[src/rtl/core/ccr_pkg.sv]
// Shared types and constants for the circle collision resolver pipeline.
package ccr_pkg;

	localparam int unsigned ROOT_W = 19;   // root, radius sum, penetration
	localparam int unsigned SQ_W   = 38;   // |D|^2 bits that matter on a hit
	localparam int unsigned REM_W  = 23;   // square root partial remainder
	localparam int unsigned NUM_W  = 40;   // |Dc| * pen

	typedef struct packed {
		logic signed [19:0] center_a_x;
		logic signed [19:0] center_a_y;
		logic signed [19:0] center_b_x;
		logic signed [19:0] center_b_y;
		logic        [17:0] radius_a;
		logic        [17:0] radius_b;
		logic               immovable_a;
		logic               immovable_b;
		logic               both_circles;
	} pair_t;

	typedef struct packed {
		logic               hit;
		logic signed [19:0] push_a_x;
		logic signed [19:0] push_a_y;
		logic signed [19:0] push_b_x;
		logic signed [19:0] push_b_y;
	} result_t;

	// beat handed from the distance stages to the square root
	typedef struct packed {
		logic               hit;
		logic signed [20:0] dx;
		logic signed [20:0] dy;
		logic [SQ_W-1:0]    sq;
		logic [ROOT_W-1:0]  rad;
		logic               imm_a;
		logic               imm_b;
	} dist_t;

	// beat handed from the square root to the divider
	typedef struct packed {
		logic               hit;
		logic signed [20:0] dx;
		logic signed [20:0] dy;
		logic [ROOT_W-1:0]  d;
		logic [ROOT_W-1:0]  rad;
		logic               imm_a;
		logic               imm_b;
	} root_t;

endpackage

[src/rtl/core/ccr_prep.sv]
// Difference vector, squares and overlap test in three pipeline stages.
module ccr_prep
	import ccr_pkg::*;
(
	input  logic  clk,
	input  logic  arst_n,
	input  logic  up_valid,
	output logic  up_stall,
	input  pair_t up_data,
	output logic  dn_valid,
	input  logic  dn_stall,
	output dist_t dn_data
);

	logic               v_s1, v_s2, v_s3;
	logic               rdy1, rdy2, rdy3;
	logic signed [20:0] dx_s1, dy_s1, dx_s2, dy_s2;
	logic [ROOT_W-1:0]  rad_s1, rad_s2;
	logic               circ_s1, circ_s2, ia_s1, ia_s2, ib_s1, ib_s2;
	logic [40:0]        dx2_s2, dy2_s2;
	logic [37:0]        rad2_s2;
	logic signed [41:0] pdx, pdy;
	logic [41:0]        sum;
	dist_t              out_s3;

	assign rdy3     = !v_s3 || !dn_stall;
	assign rdy2     = !v_s2 || rdy3;
	assign rdy1     = !v_s1 || rdy2;
	assign up_stall = !rdy1;
	assign dn_valid = v_s3;
	assign dn_data  = out_s3;

	assign pdx = dx_s1 * dx_s1;
	assign pdy = dy_s1 * dy_s1;
	assign sum = {1'b0, dx2_s2} + {1'b0, dy2_s2};

	always_ff @(posedge clk or negedge arst_n) begin
		if (!arst_n) begin
			v_s1 <= 1'b0;
			v_s2 <= 1'b0;
			v_s3 <= 1'b0;
		end else begin
			if (rdy1) v_s1 <= up_valid;
			if (rdy2) v_s2 <= v_s1;
			if (rdy3) v_s3 <= v_s2;
		end
	end

	always_ff @(posedge clk) begin
		if (rdy1) begin
			dx_s1   <= 21'(up_data.center_b_x) - 21'(up_data.center_a_x);
			dy_s1   <= 21'(up_data.center_b_y) - 21'(up_data.center_a_y);
			rad_s1  <= {1'b0, up_data.radius_a} + {1'b0, up_data.radius_b};
			circ_s1 <= up_data.both_circles;
			ia_s1   <= up_data.immovable_a;
			ib_s1   <= up_data.immovable_b;
		end
		if (rdy2) begin
			dx2_s2  <= pdx[40:0];
			dy2_s2  <= pdy[40:0];
			rad2_s2 <= 38'(rad_s1) * 38'(rad_s1);
			dx_s2   <= dx_s1;
			dy_s2   <= dy_s1;
			rad_s2  <= rad_s1;
			circ_s2 <= circ_s1;
			ia_s2   <= ia_s1;
			ib_s2   <= ib_s1;
		end
		if (rdy3) begin
			out_s3.hit   <= circ_s2 && (sum <= {4'b0, rad2_s2});
			out_s3.dx    <= dx_s2;
			out_s3.dy    <= dy_s2;
			out_s3.sq    <= sum[SQ_W-1:0];  // upper bits only matter on a miss
			out_s3.rad   <= rad_s2;
			out_s3.imm_a <= ia_s2;
			out_s3.imm_b <= ib_s2;
		end
	end

endmodule

[config.mk]
export PLATFORM = sky130hd
export DESIGN_NAME = ccr_prep
export DESIGN_NICKNAME = d
export VERILOG_FILES = /design/src/rtl/core/ccr_pkg.sv /design/src/rtl/core/ccr_prep.sv
export SDC_FILE = /design/constraint.sdc
export NUM_CORES = 2
export LEC_CHECK = 0
export ABC_AREA = 1
export BUFFER_PORTS_ARGS = -buffer_cell sky130_fd_sc_hd__buf_2
export CAP_MARGIN = 20
export CORE_ASPECT_RATIO = 0.5
export CORE_MARGIN = 1.5
export CORE_UTILIZATION = 40
export CTS_BUF_LIST = sky130_fd_sc_hd__clkbuf_16
export DETAILED_ROUTE_END_ITERATION = 10
export RECOVER_POWER = 50
export SLEW_MARGIN = 20
export SYNTH_ARGS = -nofsm -noshare
export SYNTH_HDL_FRONTEND = slang
export SYNTH_SLANG_ARGS = --single-unit
[constraint.sdc]
create_clock -name clk -period 26 [get_ports clk]
set_input_delay 5.2 -clock clk [delete_from_list [all_inputs] [get_ports clk]]
set_output_delay 5.2 -clock clk [all_outputs]
set_load 0.01 [all_outputs]
==> metrics.csv <==
metric,value,unit
Hold Path Stages,0,
Slew @ Worst Pin,2.32,ns
Hold Path Sink,dn_data[89],
number of diodes,0,
DRT iter0 DRCs,2309,
multiplexer area fraction after synthesis,0,
total grt overflow,0,
period utilization,0.526,
I/O pin total,227,
final RePlAce weighted congestion,0.935,
predominant post-synthesis flop cell,edfxtp_1,
DIE AREA,144000,um2
TNS Setup,0,ns
Post-Layout Inst Area,60900,um2
cell with the most instances after synthesis,inv_1,
DRC violations left,0,
Post-Synth XOR/XNOR Area,0.0389,
vias in the first global route,40621,
Synth Area in Simple Gates,0.0984,
final hold vios,0,
clk_lat worst skew,0.63,ns
synth warn,0,
Post-Synth Adder-Cell Area,0.491,
1st-pass router iterations,6,
Compound-Gate Fraction of Synth Area,0.0547,
Post-synth EDFFs,344,
Overall Global Routing Usage,0.190,
worst reg2reg startpoint,dy_s1[1],
Via density,4.72,
Buffers on Ports,226,
Longest Clk Path Bufs,3,
starting density of the core,0.404,
synth top area cells,"fa_1, edfxtp_1, inv_1",
DP Wirelength,109,mm
postcts setup bufs,0,
via count,38742,
slew margin rel.,-0.550,
highest routed layer,met5,
CP required,20.80,ns
Layout area overhead,7.75,%
share of the synthesized area in the top cell type,0.379,
Final Max Slew Viols,602,
r2r setup slk,17.72,ns
largest family of logic cells by synthesized area,adder cells,
Worst-path clk slew,0.07,ns
CTS buffer count,38,
CTS hold repair buffers,0,
first-pass GRT wire length,215,mm
Post-Synthesis Cells,6106,
cts repair resizes,0,
Hold WC Path Type,reg2reg,
DR WL/cell,16.1,um
Synth area leader,fa_1,
Worst Hold Launch,dx_s2[9],
ANT nets after route,0,
CTS tree,done,
Placeable Area,140000,um2
critical path peak fanout,124,
share of cells above drive strength 1,0.0362,
final core occ,0.435,
Layout Nets,7999,
Unique masters post-synth,49,
Crit. End Element,primary output,
Fmax achieved,73.1,MHz
Root Driver,clkbuf_16,
routed length on met1,60.6,mm
critical path arrival,8.48,ns
post-synthesis sequential area ratio,0.184,
Synth top cells by count,"inv_1, fa_1, nand2_1, ha_1, edfxtp_1",
final wirelength,132,mm
wire length on met3,7.77,mm
DIE WIDTH,535,um
final setup violation count,0,
post-synth net total,7804,
Worst Clk Skew,0.0545,ns
Critical R2R Capture,dy2_s2[40],
Setup CP Type,in2out,
DP Area,60000,um2
"FFs w/ async S/R, synth",0.00865,
antenna violations before repair,2,
Worst Setup Start Kind,primary input,
r2r worst-path depth,23,
TritonCTS Sinks,347,
Site Rows,97,
WL met2,61.4,mm
max-cap viol count,24,
largest net degree at the start of global routing,125,
crit path time final,13.68,ns
die height,269,um
synthesized cell area,56500,um2
RSZ-0062 raised after global routing,no,
post-synthesis register bit count,347,
failing checks,"capacitance limit, slew limit",
Avg Inst Size Synth,9.26,um2
status,finished with violations,
CTS H-tree depth,2,
==> worst max path at each step <==
stage | cells after the start | slack, ns | end | startpoint
CTS | 6 | 13.51 | up_stall | dn_stall
global placement | 6 | 13.52 | up_stall | dn_stall
finish | 6 | 12.32 | up_stall | dn_stall
floorplan | 4 | 9.31 | up_stall | dn_stall
detailed placement | 6 | 13.51 | up_stall | dn_stall
global route | 6 | 11.89 | up_stall | dn_stall
==> cells by family after synthesis <==
kind of cell | Yosys count
fa+ha+maj | 1575
flops | 347
simple gates | 1403
compound gates | 524
buf+inv | 2006
xor+xnor | 251
==> flip-flops by register name, summed over array words and instances, names as in the netlist, 21 cells and up <==
| signal | cells |
|---|---|
| dx_s2 | 21 |
| dx_s1 | 21 |
| rad2_s2 | 36 |
| dx2_s2 | 39 |
| dy2_s2 | 39 |
| dy_s2 | 21 |
| dy_s1 | 21 |
| dn_data | 102 |
==> per-stage QoR <==
step                      hold WS (ns)  setup WS, ns  instances
after floorplan                  0.400          9.31       6106
after global placement           0.401         13.52       8141
after detailed placement         0.405         13.51       8141
after CTS                        0.414         13.51       8207
after global routing             0.417         11.89       8208
final                            0.411         12.32       8208
==> layer usage <==
metal	up-vias	global-route usage
met3	130	0.0294
met1	19230	0.266
met2	859	0.314
met4	2	0.0386
met5	-	0
li1	18521	-
==> worst max-delay path, cell delays in order <==
cell and delay [ns]:
buf_2 0.10, nand2_1 1.63, nor2_1 0.37, inv_8 0.79, nor2_1 0.17, buf_2 0.20
==> cells in the final DEF, fill, tap and decap left out, types with 4 or more instances in the layout <==
cell and count:
nand4_1 27, xor2_1 164, a221oi_1 5, o221ai_1 8, o21ai_1 12, nor4_1 12, nand3_1 67, a31oi_1 31
a31o_2 4, clkbuf_1 152, and3_1 5, or2_2 12, nor2_1 222, o21bai_1 21, clkbuf_16 38, o21a_1 11
inv_1 1874, buf_2 123, o21ai_2 6, o211ai_1 14, nand2_1 1025, edfxtp_1 344, xnor2_1 87, buf_4 9
clkinv_1 5, bufinv_16 6, o21ai_0 117, fa_1 1069, nor3_1 24, ha_1 506, nand2_2 4, a21boi_0 5
a21oi_1 247, a21o_1 26
==> final cells by class <==
cell class	instances	area, um2
Clock buffer	38	951
Multi-Input combinational cell	3753	38500
Timing Repair Buffer	284	1250
Fill cell	13851	79200
Tap cell	1881	2350
Sequential cell	347	10400
Inverter	1877	7050
Clock inverter	28	393
Power is not shown: default switching activity piles up to over one toggle a cycle in this logic, so the estimate is an artifact.
