## src/rtl/core/ccr_pkg.sv

```systemverilog
// Shared types and constants for the circle collision resolver pipeline.
package ccr_pkg;

	localparam int unsigned ROOT_W = 19;   // root, radius sum, penetration
	localparam int unsigned SQ_W   = 38;   // |D|^2 bits that matter on a hit
	localparam int unsigned REM_W  = 23;   // square root partial remainder
	localparam int unsigned NUM_W  = 40;   // |Dc| * pen

	typedef struct packed {
		logic signed [19:0] center_a_x;
		logic signed [19:0] center_a_y;
		logic signed [19:0] center_b_x;
		logic signed [19:0] center_b_y;
		logic        [17:0] radius_a;
		logic        [17:0] radius_b;
		logic               immovable_a;
		logic               immovable_b;
		logic               both_circles;
	} pair_t;

	typedef struct packed {
		logic               hit;
		logic signed [19:0] push_a_x;
		logic signed [19:0] push_a_y;
		logic signed [19:0] push_b_x;
		logic signed [19:0] push_b_y;
	} result_t;

	// beat handed from the distance stages to the square root
	typedef struct packed {
		logic               hit;
		logic signed [20:0] dx;
		logic signed [20:0] dy;
		logic [SQ_W-1:0]    sq;
		logic [ROOT_W-1:0]  rad;
		logic               imm_a;
		logic               imm_b;
	} dist_t;

	// beat handed from the square root to the divider
	typedef struct packed {
		logic               hit;
		logic signed [20:0] dx;
		logic signed [20:0] dy;
		logic [ROOT_W-1:0]  d;
		logic [ROOT_W-1:0]  rad;
		logic               imm_a;
		logic               imm_b;
	} root_t;

endpackage

```

## src/rtl/core/ccr_sqrt.sv

```systemverilog
// Integer square root, one result bit per pipeline stage.
module ccr_sqrt
	import ccr_pkg::*;
(
	input  logic  clk,
	input  logic  arst_n,
	input  logic  up_valid,
	output logic  up_stall,
	input  dist_t up_data,
	output logic  dn_valid,
	input  logic  dn_stall,
	output root_t dn_data
);

	localparam int unsigned N = ROOT_W;

	logic [N-1:0]      v_s;
	logic [N:0]        rdy;
	dist_t             pay_s  [N];
	logic [REM_W-1:0]  rem_s  [N];
	logic [ROOT_W-1:0] root_s [N];

	assign rdy[N]   = !dn_stall;
	assign up_stall = !rdy[0];
	assign dn_valid = v_s[N-1];

	always_comb begin
		dn_data.hit   = pay_s[N-1].hit;
		dn_data.dx    = pay_s[N-1].dx;
		dn_data.dy    = pay_s[N-1].dy;
		dn_data.d     = root_s[N-1];
		dn_data.rad   = pay_s[N-1].rad;
		dn_data.imm_a = pay_s[N-1].imm_a;
		dn_data.imm_b = pay_s[N-1].imm_b;
	end

	for (genvar k = 0; k < N; k++) begin : g_step
		localparam int unsigned B = 2 * (N - 1 - k);
		logic              vin;
		dist_t             pin;
		logic [REM_W-1:0]  rin, rsh, trial;
		logic [ROOT_W-1:0] qin;

		assign rdy[k] = !v_s[k] || rdy[k+1];

		if (k == 0) begin : g_first
			assign vin = up_valid;
			assign pin = up_data;
			assign rin = '0;
			assign qin = '0;
		end else begin : g_next
			assign vin = v_s[k-1];
			assign pin = pay_s[k-1];
			assign rin = rem_s[k-1];
			assign qin = root_s[k-1];
		end

		assign rsh   = {rin[REM_W-3:0], pin.sq[B+1:B]};
		assign trial = {{(REM_W-2-ROOT_W){1'b0}}, qin, 2'b01};

		always_ff @(posedge clk or negedge arst_n) begin
			if (!arst_n) begin
				v_s[k] <= 1'b0;
			end else if (rdy[k]) begin
				v_s[k] <= vin;
			end
		end

		always_ff @(posedge clk) begin
			if (rdy[k]) begin
				pay_s[k] <= pin;
				if (rsh >= trial) begin
					rem_s[k]  <= rsh - trial;
					root_s[k] <= {qin[ROOT_W-2:0], 1'b1};
				end else begin
					rem_s[k]  <= rsh;
					root_s[k] <= {qin[ROOT_W-2:0], 1'b0};
				end
			end
		end
	end

endmodule

```

## config.mk

```make
export PLATFORM = sky130hd
export DESIGN_NAME = ccr_sqrt
export DESIGN_NICKNAME = d
export VERILOG_FILES = /design/src/rtl/core/ccr_pkg.sv /design/src/rtl/core/ccr_sqrt.sv
export SDC_FILE = /design/constraint.sdc
export NUM_CORES = 2
export LEC_CHECK = 0
export ABC_AREA = 1
export BUFFER_PORTS_ARGS = -buffer_cell sky130_fd_sc_hd__buf_2
export CORE_MARGIN = 2
export CORE_UTILIZATION = 44
export CTS_CLUSTER_DIAMETER = 40
export CTS_CLUSTER_SIZE = 14
export DETAILED_ROUTE_END_ITERATION = 8
export GPL_ROUTABILITY_DRIVEN = 0
export PLACE_DENSITY = 0.69
export SYNTH_ARGS = -nofsm -noshare
export SYNTH_HDL_FRONTEND = slang
export SYNTH_SLANG_ARGS = --single-unit
```

## constraint.sdc

```tcl
create_clock -name clk -period 15.75 [get_ports clk]
set_clock_uncertainty 0.05 [all_clocks]
set_input_delay 1.575 -clock clk [delete_from_list [all_inputs] [get_ports clk]]
set_output_delay 1.575 -clock clk [all_outputs]
set_load 0.005 [all_outputs]
```

==> flow_summary_export.csv <==
group,metric,value,unit
run_status,outcome,"finished clean",
drt,drc,0,
synthesis,syn_avg_cell_area,15.4,um^2
setup_path,critPathLaunch,"dn_stall",
synthesis,yosysSeqAreaShare,0.793,
floorplan,initial_core_util,0.443,
cts,cts.sinks,2119,
drt,detail_route.iter0.violations,2894,
sta,rsz0062_at_grt,"false",
synthesis,syn_area,80100,um^2
place,dp_hpwl,95.4,mm
drt,drt-total-wl,142,mm
synthesis,syn_inst,5205,
floorplan,dieHeight,431,um
floorplan,core-area,181000,um^2
drt,dr.pass1.iters,8,
setup_path,setup.worst_path.class,"primary input to output port",
cells_and_area,area_delta_synth_final,15.3,%
cells_and_area,final_util,0.511,
drt,ant_nets,0,
grt,gr-total-overflow,0,
synthesis,postSynth.asyncResetShare,0.00897,
cells_and_area,drive_above_1_share,0.122,
grt,grt_start_max_net_pins,80,
cells_and_area,fin_nets,5942,
sta,worst_pin_slew,1210,ps
floorplan,dieArea,185000,um^2
worst_hold_path,hp-start,"pay_s[8][27]",
drt,viasPerCell,4.94,
cts,cts_tree,"done",
pwr,cellPowerDensity,184,nW/um^2
setup_path,arrival,5170,ps
synthesis,ys_types,59,
setup_path,end_kind,"output port",
cells_and_area,final_cell_mix,"2099 x edfxtp_1, 717 x nand2_1, 511 x inv_1",
sta,clock.fmax,147,MHz
setup_path,cp-start-kind,"primary input",
grt,track_usage,0.154,
grt,grt_pass1_wl,223,mm
synthesis,syn-num-nets,5522,
setup_path,critPathMaxFanout,62,
synthesis,synth_top_area_share,0.787,
cts,cts_max_path_buffers,3,
grt,use_met2,0.280,
cts,post_cts_buffers,0,
floorplan,die_w,431,um
cts,clkSlewWorstSetupHoldPaths,60,ps
synthesis,synth_largest_area_cell,"edfxtp_1",
setup_path,slowest_stage,"nand4_4",
drt,routedWlPerCell,17.3,um
setup_path,slowest_delay,620,ps
cts,cts-hold-fix-buffers,0,
worst_hold_path,hp-class,"flip-flop to flip-flop",
sta,setup_viol_count_final,0,
sta,fin_crit,6790,ps
synthesis,synth_area_leaders,"edfxtp_1 79%, nand2_1 3.4%, ha_1 3.3%",
floorplan,num_rows,156,
cts,ctsResizeCount,0,
synthesis,ys_seq_elements,2119,
synthesis,synth_edf_count,2099,
grt,grt_pass1_vias,40950,
synthesis,ys.flop_type,"edfxtp_1",
grt,grt_use_met3,0.0270,
pwr,p_leak,35.7,nW
cts,cts_root_buffer,"clkbuf_16",
sta,hold_viol_final,0,
cts,clkLatencyLatePin,850,ps
cts,numCtsBuffers,240,
floorplan,ios,191,
synthesis,yosysWarningCount,0,
setup_path,cp_cell_sequence,"buf_2, nand4_4, nor2_4, nand4_4, nor2_4, nand4_4, buf_4, nor2_4, nand4_4, nor2_4, nand4_1, buf_4, inv_1, buf_2",
setup_path,cp.required,14130,ps
pwr,finalPower,17.0,mW
sta,fin_crit_sh,0.431,
pwr,vdd_drop_max,0.140,mV
cells_and_area,final_common_cell,"edfxtp_1",
cts,htree_levels,4,
place,port_buffers,190,
sta,max_slew_margin,0.191,
job,maxCapViolations,0,
grt,busiest_layer,"met2",
grt,grt_util_met1,0.183,
sta,setup_tns,0,ps
drt,vias,40412,
setup_path,r2r-start,"dn_valid",
sta,maxSlewViolCount,0,
grt,antenna_found_initial,3,
cell families after synthesis:
group                      count (synthesis)  synth area share
and+or+nand+nor                         1459            0.0786
buffers and inverters                    566            0.0272
adders and majority gates                211            0.0330
AOI/OAI and AO/OA                        611            0.0420
DFF                                     2119             0.793
xor gates and xnor gates                 239            0.0261
cell type report:
type	count	area [um^2]
Fill cell	14514	88400
Clock buffer	264	6190
Inverter	525	1990
Tap cell	2370	2970
Timing Repair Buffer	219	1170
Clock inverter	169	2070
Antenna cell	1	2.50
Sequential cell	2119	63500
Multi-Input combinational cell	2520	14500
routing by layer:
metal / wire [um] / share of wire
met1: 56800 / 0.40
met2: 74800 / 0.53
met3: 6170 / 0.043
met4: 4050 / 0.029
met5: 16 / 0.00011
metrics by stage:
stage | std cells | worst slack, ps | hold slack (ps) | area [um^2]
after CTS | 8186 | 8850 | 329 | 92400
after global placement | 7753 | 9000 | 350 | 84100
after floorplan | 5205 | 2970 | 350 | 80100
final | 8187 | 8960 | 337 | 92400
after global routing | 8186 | 8620 | 324 | 92400
after detailed placement | 7753 | 8860 | 355 | 84100
state kept, by name, indices dropped and copies added, names as in the netlist:
name / flops
root_s: 190
rem_s: 352
pay_s: 1558
g_step.vin: 18
dn_valid: 1
synth_stat cells (3+ instances only):
master and instances:
edfxtp_1 2099, nand2_1 720, inv_1 518, nor2_1 348, o21ai_0 258, a21oi_1 226
ha_1 211, nand3_1 158, xor2_1 140, xnor2_1 99, nand4_1 61, nor3_1 60
or2_2 40, nor4_1 32, o211ai_1 26, clkbuf_1 21, a21o_1 20, dfrtp_1 19
a31oi_1 13, buf_2 13, o21ai_1 12, o2111ai_1 11, o21bai_1 10, nand2_2 9
o21a_1 6, a211oi_1 5, inv_2 5, nand3b_1 5, nor2_4 5, o31ai_1 5
buf_4 4, nand4_4 4, nor2_2 4, a21boi_0 3, buf_6 3, nor3b_1 3
o311ai_0 3
worst max-delay path, delay by kind of cell:
| family | cells | cell delay (ps) |
|---|---|---|
| simple gates | 9 | 2440 |
| buf+inv | 5 | 1070 |
path summary, 6_finish.rpt:
check / end / slack, ps / cells after the start
worst max-delay path: up_stall / 8960 / 14
worst min-delay path: pay_s[9][27] / 340 / 0
worst max register to register: rem_s[2][1] / 10560 / 16
worst min register to register: pay_s[9][27] / 340 / 0
max in group asynchronous: g_step[2].vin / 14430 / 1
min in group asynchronous: g_step[17].vin / 740 / 1
power by group:
group	leakage (nW)	internal [mW]	switching [mW]
Clock	3.94	3.29	2.28
Sequential	21.4	8.21	0.681
Combinational	10.3	0.835	1.70
Total	35.7	12.3	4.66
Power figures use the tool's default switching activity.
